File: src/pvp_pkg.sv
// pvp_pkg: shared types and constants of the perspective vertex projector.
// No dependencies.
package pvp_pkg;

  // Configuration register indexes
  localparam logic [2:0] REG_MAT_00       = 3'd0;
  localparam logic [2:0] REG_MAT_01       = 3'd1;
  localparam logic [2:0] REG_MAT_10       = 3'd2;
  localparam logic [2:0] REG_MAT_11       = 3'd3;
  localparam logic [2:0] REG_DEPTH_OFFSET = 3'd4;
  localparam logic [2:0] REG_HALF_WIDTH   = 3'd5;
  localparam logic [2:0] REG_HALF_HEIGHT  = 3'd6;

  // Quotient bits: bit QW-1 flags |q| >= 2^(QW-1), i.e. saturation
  localparam int unsigned QW = 12;
  localparam logic signed [QW-1:0] OUT_MAX = 12'sd2047;
  localparam logic signed [QW-1:0] OUT_MIN = -12'sd2048;

  // Control word that rides along the divider cells
  typedef struct packed {
    logic valid;
    logic fault;
    logic col_neg;
    logic row_neg;
  } ctrl_t;

endpackage

File: src/pvp_div_cell.sv
// pvp_div_cell: one restoring-division step for the column and row lanes.
// Depends on pvp_pkg.
module pvp_div_cell #(
  parameter int unsigned NW  = 44,
  parameter int unsigned DNW = 32,
  parameter int unsigned BIT = 0
) (
  input  logic                      clk_i,
  input  logic                      rst_ni,
  input  logic                      en_i,
  input  pvp_pkg::ctrl_t            ctrl_i,
  input  logic [DNW-1:0]            den_i,
  input  logic [NW-1:0]             col_rem_i,
  input  logic [NW-1:0]             row_rem_i,
  input  logic [pvp_pkg::QW-1:0]    col_quo_i,
  input  logic [pvp_pkg::QW-1:0]    row_quo_i,
  output pvp_pkg::ctrl_t            ctrl_o,
  output logic [DNW-1:0]            den_o,
  output logic [NW-1:0]             col_rem_o,
  output logic [NW-1:0]             row_rem_o,
  output logic [pvp_pkg::QW-1:0]    col_quo_o,
  output logic [pvp_pkg::QW-1:0]    row_quo_o
);

  pvp_pkg::ctrl_t           ctrl_q;
  logic [DNW-1:0]           den_q;
  logic [NW-1:0]            col_rem_q, row_rem_q, col_rem_d, row_rem_d;
  logic [pvp_pkg::QW-1:0]   col_quo_q, row_quo_q, col_quo_d, row_quo_d;
  logic [NW-1:0]            trial;

  assign trial = NW'(den_i) << BIT;

  always_comb begin
    col_rem_d = col_rem_i;
    row_rem_d = row_rem_i;
    col_quo_d = col_quo_i;
    row_quo_d = row_quo_i;
    if (col_rem_i >= trial) begin
      col_rem_d      = col_rem_i - trial;
      col_quo_d[BIT] = 1'b1;
    end
    if (row_rem_i >= trial) begin
      row_rem_d      = row_rem_i - trial;
      row_quo_d[BIT] = 1'b1;
    end
  end

  always_ff @(posedge clk_i or negedge rst_ni) begin
    if (!rst_ni) begin
      ctrl_q <= '0;
    end else if (en_i) begin
      ctrl_q <= ctrl_i;
    end
  end

  always_ff @(posedge clk_i) begin
    if (en_i) begin
      den_q     <= den_i;
      col_rem_q <= col_rem_d;
      row_rem_q <= row_rem_d;
      col_quo_q <= col_quo_d;
      row_quo_q <= row_quo_d;
    end
  end

  assign ctrl_o    = ctrl_q;
  assign den_o     = den_q;
  assign col_rem_o = col_rem_q;
  assign row_rem_o = row_rem_q;
  assign col_quo_o = col_quo_q;
  assign row_quo_o = row_quo_q;

endmodule

File: config.mk
export PLATFORM = sky130hd
export DESIGN_NAME = pvp_div_cell
export DESIGN_NICKNAME = d
export VERILOG_FILES = /design/src/pvp_pkg.sv /design/src/pvp_div_cell.sv
export SDC_FILE = /design/constraint.sdc
export NUM_CORES = 1
export LEC_CHECK = 0
export ABC_AREA = 1
export BUFFER_PORTS_ARGS = -buffer_cell sky130_fd_sc_hd__buf_2
export CORE_ASPECT_RATIO = 1.1
export CORE_MARGIN = 2
export CORE_UTILIZATION = 50
export DETAILED_ROUTE_END_ITERATION = 10
export PLACE_DENSITY = 0.9
export SETUP_SLACK_MARGIN = 0.4
export SYNTH_ARGS = -nofsm -noshare
export SYNTH_HDL_FRONTEND = slang
export SYNTH_SLANG_ARGS = --single-unit
File: constraint.sdc
create_clock -name clk_i -period 0.8 [get_ports clk_i]
set_input_delay 0.12 -clock clk_i [delete_from_list [all_inputs] [get_ports clk_i]]
set_output_delay 0.12 -clock clk_i [all_outputs]
set_load 0.01 [all_outputs]
==> results of run 1 <==
==> per-stage QoR <==
| step | utilization, % | worst slack (ps) |
|---|---|---|
| after CTS | 74.8 | -928 |
| after detailed placement | 69.4 | -1600 |
| after global placement | 69.4 | -1550 |
| after floorplan | - | -1040 |
==> logic make-up after synthesis <==
logic type	Yosys count	synth area share, %
AO/OA/AOI/OAI	84	3.78
AND/OR/NAND/NOR	1053	35.6
buffers and inverters	376	12.5
adder cells (fa/ha/maj)	66	7.10
XOR/XNOR	44	3.25
flip-flops	148	37.4
multiplexers	4	0.380
==> what timing repair did <==
action                     4_1_cts
buffers inserted                13
hold endpoints to repair        81
gates cloned                     2
hold buffers                     1
resized for setup              115
pin swaps                       21
setup endpoints to repair      363
==> per-layer routing <==
layer | GRT usage (%) | GRT overflow
met1 | 62.3 | 0
met2 | 84.2 | 3
met3 | 39.4 | 0
met4 | 59.5 | 2
met5 | 7.71 | 0
==> flow_summary.json, run 1 <==
{
  "portBuffers": 298,
  "synthesis.area_mm2": 0.0118,
  "postSynthRegisterBits": 148,
  "grt-worst-endpoint": "row_rem_o[28]$_DFFE_PP_/D",
  "io_pins": 299,
  "chip_width_um": 151,
  "start_util_pct": 50.4,
  "placement.cell_area_mm2": 0.0163,
  "postSynth.topFlopCell": "edfxtp_1",
  "yosysMostFrequentCell": "nand2_1",
  "post_synth_most_frequent_cells": "nand2_1 (783), inv_1 (356), edfxtp_1 (144)",
  "cts_buffers": 17,
  "fp.dieH_um": 165,
  "ys_async_sr_fraction_pct": 2.70,
  "largest_net_degree_at_the_start_of_global_routing": 64,
  "htree_num_levels": 4,
  "last-stage-reached": "global routing (5_1_grt)",
  "ys_warn_count": 0,
  "final_hpwl_from_detailed_placement_um": 37000,
  "post_synth_inst_count": 1775,
  "cts-root-buf": "clkbuf_16",
  "placement_rows": 59,
  "place.detailed.instances": 2689,
  "syn_nets": 1992,
  "worstEpCategory": "register input",
  "ys_seq_area_share_pct": 37.4,
  "outcome": "did not finish",
  "grt_overflow": 5,
  "synthTopCellsByArea": "edfxtp_1 (37%), nand2_1 (25%), inv_1 (11%), ha_1 (6.8%), nor2_1 (4.2%)",
  "yosys.area.top_type": "edfxtp_1",
  "error_message": "[ERROR GRT-0232] Routing congestion too high. Check the congestion heatmap in the GUI.",
  "grt_usage_pct": 61.7,
  "final_estimated_routing_congestion_in_global_placement": 1.01,
  "yosysUniqueCellTypes": 33,
  "synth_top_area_share_pct": 36.5,
  "cts.sinks": 148,
  "cts_max_path_buffers": 2,
  "synth.avg_cell_area_um2": 6.67,
  "synth-edff-count": 144
}
==> inputs of run 2 (changes only) <==
Settings changed: CORE_ASPECT_RATIO 1.1 to not set, CORE_UTILIZATION 50 to 40, PLACE_DENSITY 0.9 to not set, PLACE_DENSITY_LB_ADDON set to 0.15, SETUP_SLACK_MARGIN 0.4 to not set.
Clock period 0.8 ns to 1 ns, I/O delays scaled along.
==> run 2 against run 1 <==
Net effect:
- the flow now finishes, with violations (setup timing)
- area after synthesis stayed put
- synthesized cell count stayed put
==> flow_summary.json, run 2 <==
{
  "vias_in_the_first_global_route": 14400,
  "yosysUniqueCellTypes": 33,
  "outcome": "complete, but fails checks",
  "postSynthRegisterBits": 148,
  "fraction_of_final_layout_cells_sized_beyond_drive_strength_1_pct": 43.9,
  "regToRegStartpoint": "ctrl_o[1]$_DFFE_PN0P_",
  "cts_max_path_buffers": 2,
  "syn_nets": 1992,
  "grt_first_pass_wirelength_um": 78200,
  "detail_route.wl_per_cell_um": 17.9,
  "cts-root-buf": "clkbuf_16",
  "cts_buffers": 17,
  "layout.cells.most_common": "nand2_1",
  "post_route_utilization_pct": 72.5,
  "critPathLaunch": "den_i[15]",
  "drt_iter0_drc": 1060,
  "tns_ps": -90500,
  "worst_path_largest_cell_delay_ps": 220,
  "final_estimated_routing_congestion_in_global_placement": 0.968,
  "leakage_nw": 11.0,
  "yosys.area.top_type": "edfxtp_1",
  "maxcap_violations": 0,
  "start_util_pct": 40.9,
  "post_synth_most_frequent_cells": "nand2_1 (783), inv_1 (356), edfxtp_1 (144)",
  "postLayoutSetupSlackWorst_ps": -920,
  "drt_wl_total_um": 53300,
  "timing.hold.worst.start": "col_rem_i[22]",
  "finalClockSkew_ps": 0,
  "synth_top_area_share_pct": 36.5,
  "hold_viol": 0,
  "max_freq_mhz": 521,
  "placement.cell_area_mm2": 0.0167,
  "dieArea_mm2": 0.0310,
  "synth.avg_cell_area_um2": 6.67,
  "route.vias.total": 14600,
  "ys_warn_count": 0,
  "cts.sinks": 148,
  "period_minus_slack_ps": 1920,
  "failed_checks": "setup timing",
  "synth-edff-count": 144,
  "placement_rows": 62,
  "path_cells": "buf_4, inv_4, ha_4, nand2_1, nand2_1, inv_1, nand2_2, nand2_1, nand2_2, a21oi_4, nand2_4, buf_12, a21oi_4, buf_12, clkbuf_16, a21oi_4",
  "cp_data_required_time_ps": 1200,
  "clkTransAtPathRegs_ps": 70,
  "max-vdd-ir-drop_mv": 0.846,
  "end_kind": "register",
  "hold_path.class": "input pin to register",
  "htree_num_levels": 4,
  "layout_common_cells": "nand2_1 (622), buf_4 (391), inv_1 (322)",
  "final_nets": 2797,
  "post_synth_inst_count": 1775,
  "ys_seq_area_share_pct": 37.4,
  "timing.critical_path.max_delay_family": "buffers and inverters",
  "io_pins": 299,
  "worstMarginPinSlew_ps": 387,
  "synthesis.area_mm2": 0.0118,
  "crit_path_start_kind": "input pin",
  "clk_latency_ps": 430,
  "chip_width_um": 176,
  "synthTopCellsByArea": "edfxtp_1 (37%), nand2_1 (25%), inv_1 (11%), ha_1 (6.8%), nor2_1 (4.2%)",
  "critPathKind": "input pin to register",
  "final.fill_count": 2243,
  "ys_async_sr_fraction_pct": 2.70,
  "slew_violations": 0,
  "holdWs_ps": 13.6,
  "drt_first_pass_iters": 7,
  "power_per_cell_area_mw_per_mm2": 1140,
  "worst-path-max-fanout": 6,
  "avgViaCountPerCell": 4.91,
  "grt_overflow": 0,
  "grt_usage_pct": 33.2,
  "post-route-cell-area_mm2": 0.0210,
  "critical-path-slowest-cell": "ha_4",
  "fp.dieH_um": 176,
  "core_mm2": 0.0289,
  "drt.antenna.violating_nets": 0,
  "cp_data_arrival_time_ps": 2120,
  "portBuffers": 298,
  "yosysMostFrequentCell": "nand2_1",
  "postSynth.topFlopCell": "edfxtp_1",
  "areaGrowthSynthToFinish_pct": 77.1,
  "cts_tree": "done",
  "largest_net_degree_at_the_start_of_global_routing": 31,
  "number_of_antenna_violations_at_the_first_check_in_global_routing": 2,
  "final-setup-viol-count": 238,
  "crit_buf_inv": 6,
  "rsz0062_at_grt": "yes",
  "max_slew_headroom_at_the_worst_pin_pct": 73.9,
  "min_period_over_period_pct": 192,
  "drcViolationCount": 0,
  "final_hpwl_from_detailed_placement_um": 37600
}
run 2: cell counts after synthesis:
No cell type changed its count.
run 2: layout make-up:
| class | count | area (um2) | area share (%) |
|---|---|---|---|
| timing repair buffer | 792 | 6080 | 29.0 |
| clock buffer | 17 | 425 | 2.03 |
| sequential | 148 | 4420 | 21.1 |
| tap | 384 | 480 | 2.29 |
| antenna | 2 | 5.00 | 0.0239 |
| inverter | 362 | 1450 | 6.89 |
| multi-input combinational | 1259 | 7930 | 37.8 |
| clock inverter | 15 | 185 | 0.883 |
run 2: what timing repair did:
action                                  in CTS  in global routing
endpoints found under the setup margin     238                238
setup buffers                               39                 14
hold buffers                                62                  0
gates cloned                                19                  3
hold endpoints to repair                    65                  0
resized for setup                          297                200
pin swaps                                   78                 65
run 2: logic make-up (layout without fill, tap and decap cells):
family / count (synthesis) / in the layout / share of synthesized area (%)
multiplexers: 4 / 4 / 0.380
flip-flops: 148 / 148 / 37.4
AO/OA/AOI/OAI: 84 / 84 / 3.78
other: 0 / 2 / 0
XOR/XNOR: 44 / 44 / 3.25
adder cells (fa/ha/maj): 66 / 66 / 7.10
AND/OR/NAND/NOR: 1053 / 1061 / 35.6
buffers and inverters: 376 / 1186 / 12.5
run 2: through the flow:
step                std cells  setup slack (ps)  total power, mW
floorplan                1775              -874             11.5
global placement         2811             -1430             15.4
detailed placement       2811             -1440             15.5
CTS                      2961              -812             23.2
global route             2979              -997             25.1
finish                   2979              -920             24.0
run 2: where the power goes:
part | internal, mW | total (mW) | switching (mW)
combinational | 4.27 | 9.34 | 5.07
sequential | 7.70 | 7.90 | 0.194
clock | 3.60 | 6.75 | 3.15
run 2: per-layer routing:
metal	up-vias	wire, um	share of wire (%)	GRT usage [%]
met2	598	27300	51	61.7
met3	151	2890	5.4	4.18
met1	6792	20400	38	38.5
met4	0	2720	5.1	13.3
li1	7074	-	-	-
met5	-	0	0	0
run 2: final timing paths:
path,end,slack (ps),depth (start not counted)
setup / recovery,row_rem_o[43]$_DFFE_PP_,-920,16
hold / removal,col_rem_o[22]$_DFFE_PP_,10,3
setup reg to reg,ctrl_o[1]$_DFFE_PN0P_,210,1
hold reg to reg,ctrl_o[3]$_DFFE_PN0P_,510,1
max in group asynchronous,ctrl_o[1]$_DFFE_PN0P_,820,2
min in group asynchronous,ctrl_o[0]$_DFFE_PN0P_,60,2
(Power assumes the default switching activity.)
==> inputs of run 3 (changes only) <==
Settings changed: CORE_ASPECT_RATIO set to 1.75.
==> run 3 against run 2 <==
Net effect:
- the run still ends with setup timing left
- non-clock buffer count down 15
- cell count fell by 0.70%
- total power fell by 0.68%
- combinational power about the same
- die area rose by 0.18%
- first-iteration DRC count is 33% lower
- sequential power up 0.5%
- critical path depth decreased by 1
- critical path type unchanged
- largest power group unchanged
- highest routed layer unchanged
==> flow_summary.json, run 3 (same netlist as run 2, synthesis figures left out) <==
{
  "chip_width_um": 134,
  "final-setup-viol-count": 238,
  "worst-path-max-fanout": 6,
  "cts_max_path_buffers": 2,
  "dp_worst_setup_slack_ps": -1510,
  "stdcell_count": 2958,
  "core_mm2": 0.0293,
  "placement_rows": 83,
  "layout.cells.most_common": "nand2_1",
  "final_hpwl_from_detailed_placement_um": 41800,
  "max_slew_headroom_at_the_worst_pin_pct": 56.5,
  "fp.dieH_um": 232,
  "max_freq_mhz": 563,
  "postLayoutSetupSlackWorst_ps": -778,
  "drt_first_pass_iters": 5,
  "fraction_of_final_layout_cells_sized_beyond_drive_strength_1_pct": 43.4,
  "hold_viol": 0,
  "final_estimated_routing_congestion_in_global_placement": 0.971,
  "critPathKind": "input pin to register",
  "grt_usage_pct": 32.8,
  "drt_iter0_drc": 711,
  "io_pins": 299,
  "portBuffers": 298,
  "leakage_nw": 10.7,
  "vias_in_the_first_global_route": 14300,
  "worstMarginPinSlew_ps": 647,
  "finalClockSkew_ps": 0,
  "hold_path.class": "input pin to register",
  "areaGrowthSynthToFinish_pct": 73.3,
  "clk_latency_ps": 450,
  "failed_checks": "setup timing",
  "grt_overflow": 0,
  "end_kind": "register",
  "max-vdd-ir-drop_mv": 1.27,
  "start_util_pct": 40.4,
  "dieArea_mm2": 0.0311,
  "min_period_over_period_pct": 178,
  "power_per_cell_area_mw_per_mm2": 1160,
  "drt.antenna.violating_nets": 0,
  "clkTransAtPathRegs_ps": 70,
  "crit_path_start_kind": "input pin",
  "outcome": "complete, but fails checks",
  "cts-root-buf": "clkbuf_16",
  "htree_num_levels": 4,
  "number_of_antenna_violations_at_the_first_check_in_global_routing": 1,
  "slew_violations": 0,
  "maxcap_violations": 0,
  "detail_route.wl_per_cell_um": 18.4,
  "period_minus_slack_ps": 1780,
  "cts_buffers": 17,
  "rsz0062_at_grt": "yes",
  "avgViaCountPerCell": 4.85,
  "layout_common_cells": "nand2_1 (635), buf_4 (390), inv_1 (312)",
  "cts.sinks": 148,
  "cp_data_required_time_ps": 1200,
  "route.vias.total": 14300,
  "largest_net_degree_at_the_start_of_global_routing": 46,
  "cp_data_arrival_time_ps": 1980,
  "cts_tree": "done",
  "drt_wl_total_um": 54300,
  "grt_first_pass_wirelength_um": 75500,
  "place.detailed.instances": 2809,
  "drcViolationCount": 0,
  "final_nets": 2779
}
==> run 3: cell count changes in the layout (fill, tap and decap cells not counted), moves of 8 or more <==
cell,before,now
nand2_1,622,635
buf_16,11,1
inv_1,322,312
nor2_1,105,94
nand2_4,50,36
nor2_2,19,27
buf_2,273,263
==> run 3: critical path: stages <==
cell and delay (ps):
buf_4 120, inv_4 60, ha_4 280, nand2_4 60
nor2_4 120, nand4_1 230, nor2_1 170, buf_4 140
nand2_4 50, nand4_4 90, a21oi_4 60, buf_6 150
clkbuf_16 180, nand2_4 60, nand2_2 50
==> run 3: path summary, 6_finish.rpt <==
kind                                       start                       to  slack (ps)  cells past startpoint
max                                     den_i[7]  row_rem_o[18]$_DFFE_PP_        -780                     15
min                                col_rem_i[24]  col_rem_o[24]$_DFFE_PP_          10                      3
max reg2reg                ctrl_o[0]$_DFFE_PN0P_    ctrl_o[0]$_DFFE_PN0P_         250                      1
min reg2reg                ctrl_o[2]$_DFFE_PN0P_    ctrl_o[2]$_DFFE_PN0P_         510                      1
max in group asynchronous                 rst_ni    ctrl_o[0]$_DFFE_PN0P_         840                      2
min in group asynchronous                 rst_ni    ctrl_o[2]$_DFFE_PN0P_          40                      2
==> run 3: final cells by class <==
cell class                 count  area [um2]
tap                          382         478
timing repair buffer         777        5790
inverter                     362        1460
clock inverter                14         151
fill                        2524        8760
multi-input combinational   1256        7780
sequential                   148        4420
antenna                        1        2.50
clock buffer                  18         429
==> run 3: layer usage <==
metal  vias up  global-route usage (%)  wire length (um)
li1       7036                       -                 -
met1      6644                    29.5             17400
met2       488                    65.3             30300
met3       178                    3.43              2000
met4         0                    24.9              4620
met5         -                       0                 0
==> run 3: per-stage QoR <==
stage	power (mW)	cell area, um2	setup TNS [ps]	hold slack (ps)	utilization [%]
detailed placement	15.7	16700	-125160	-40.1	57.1
CTS	22.9	19000	-80190	0.128	64.7
global placement	15.6	16700	-122110	-45.2	57.1
global route	24.9	20500	-89990	11.0	70.1
floorplan	11.5	12000	-77540	-146	-
finish	23.8	20500	-81240	11.5	70.1
==> run 3: power breakdown <==
group / switching [mW] / internal [mW] / total (mW)
Clock: 2.83 / 3.70 / 6.53
Combinational: 5.07 / 4.28 / 9.36
Sequential: 0.230 / 7.71 / 7.94
==> run 3: what timing repair did <==
item	CTS	global route
endpoints found under the hold margin	70	0
endpoints found under the setup margin	238	238
resized for setup	187	325
buffers inserted	17	21
hold buffers	67	0
pin swaps	42	73
gates cloned	5	8
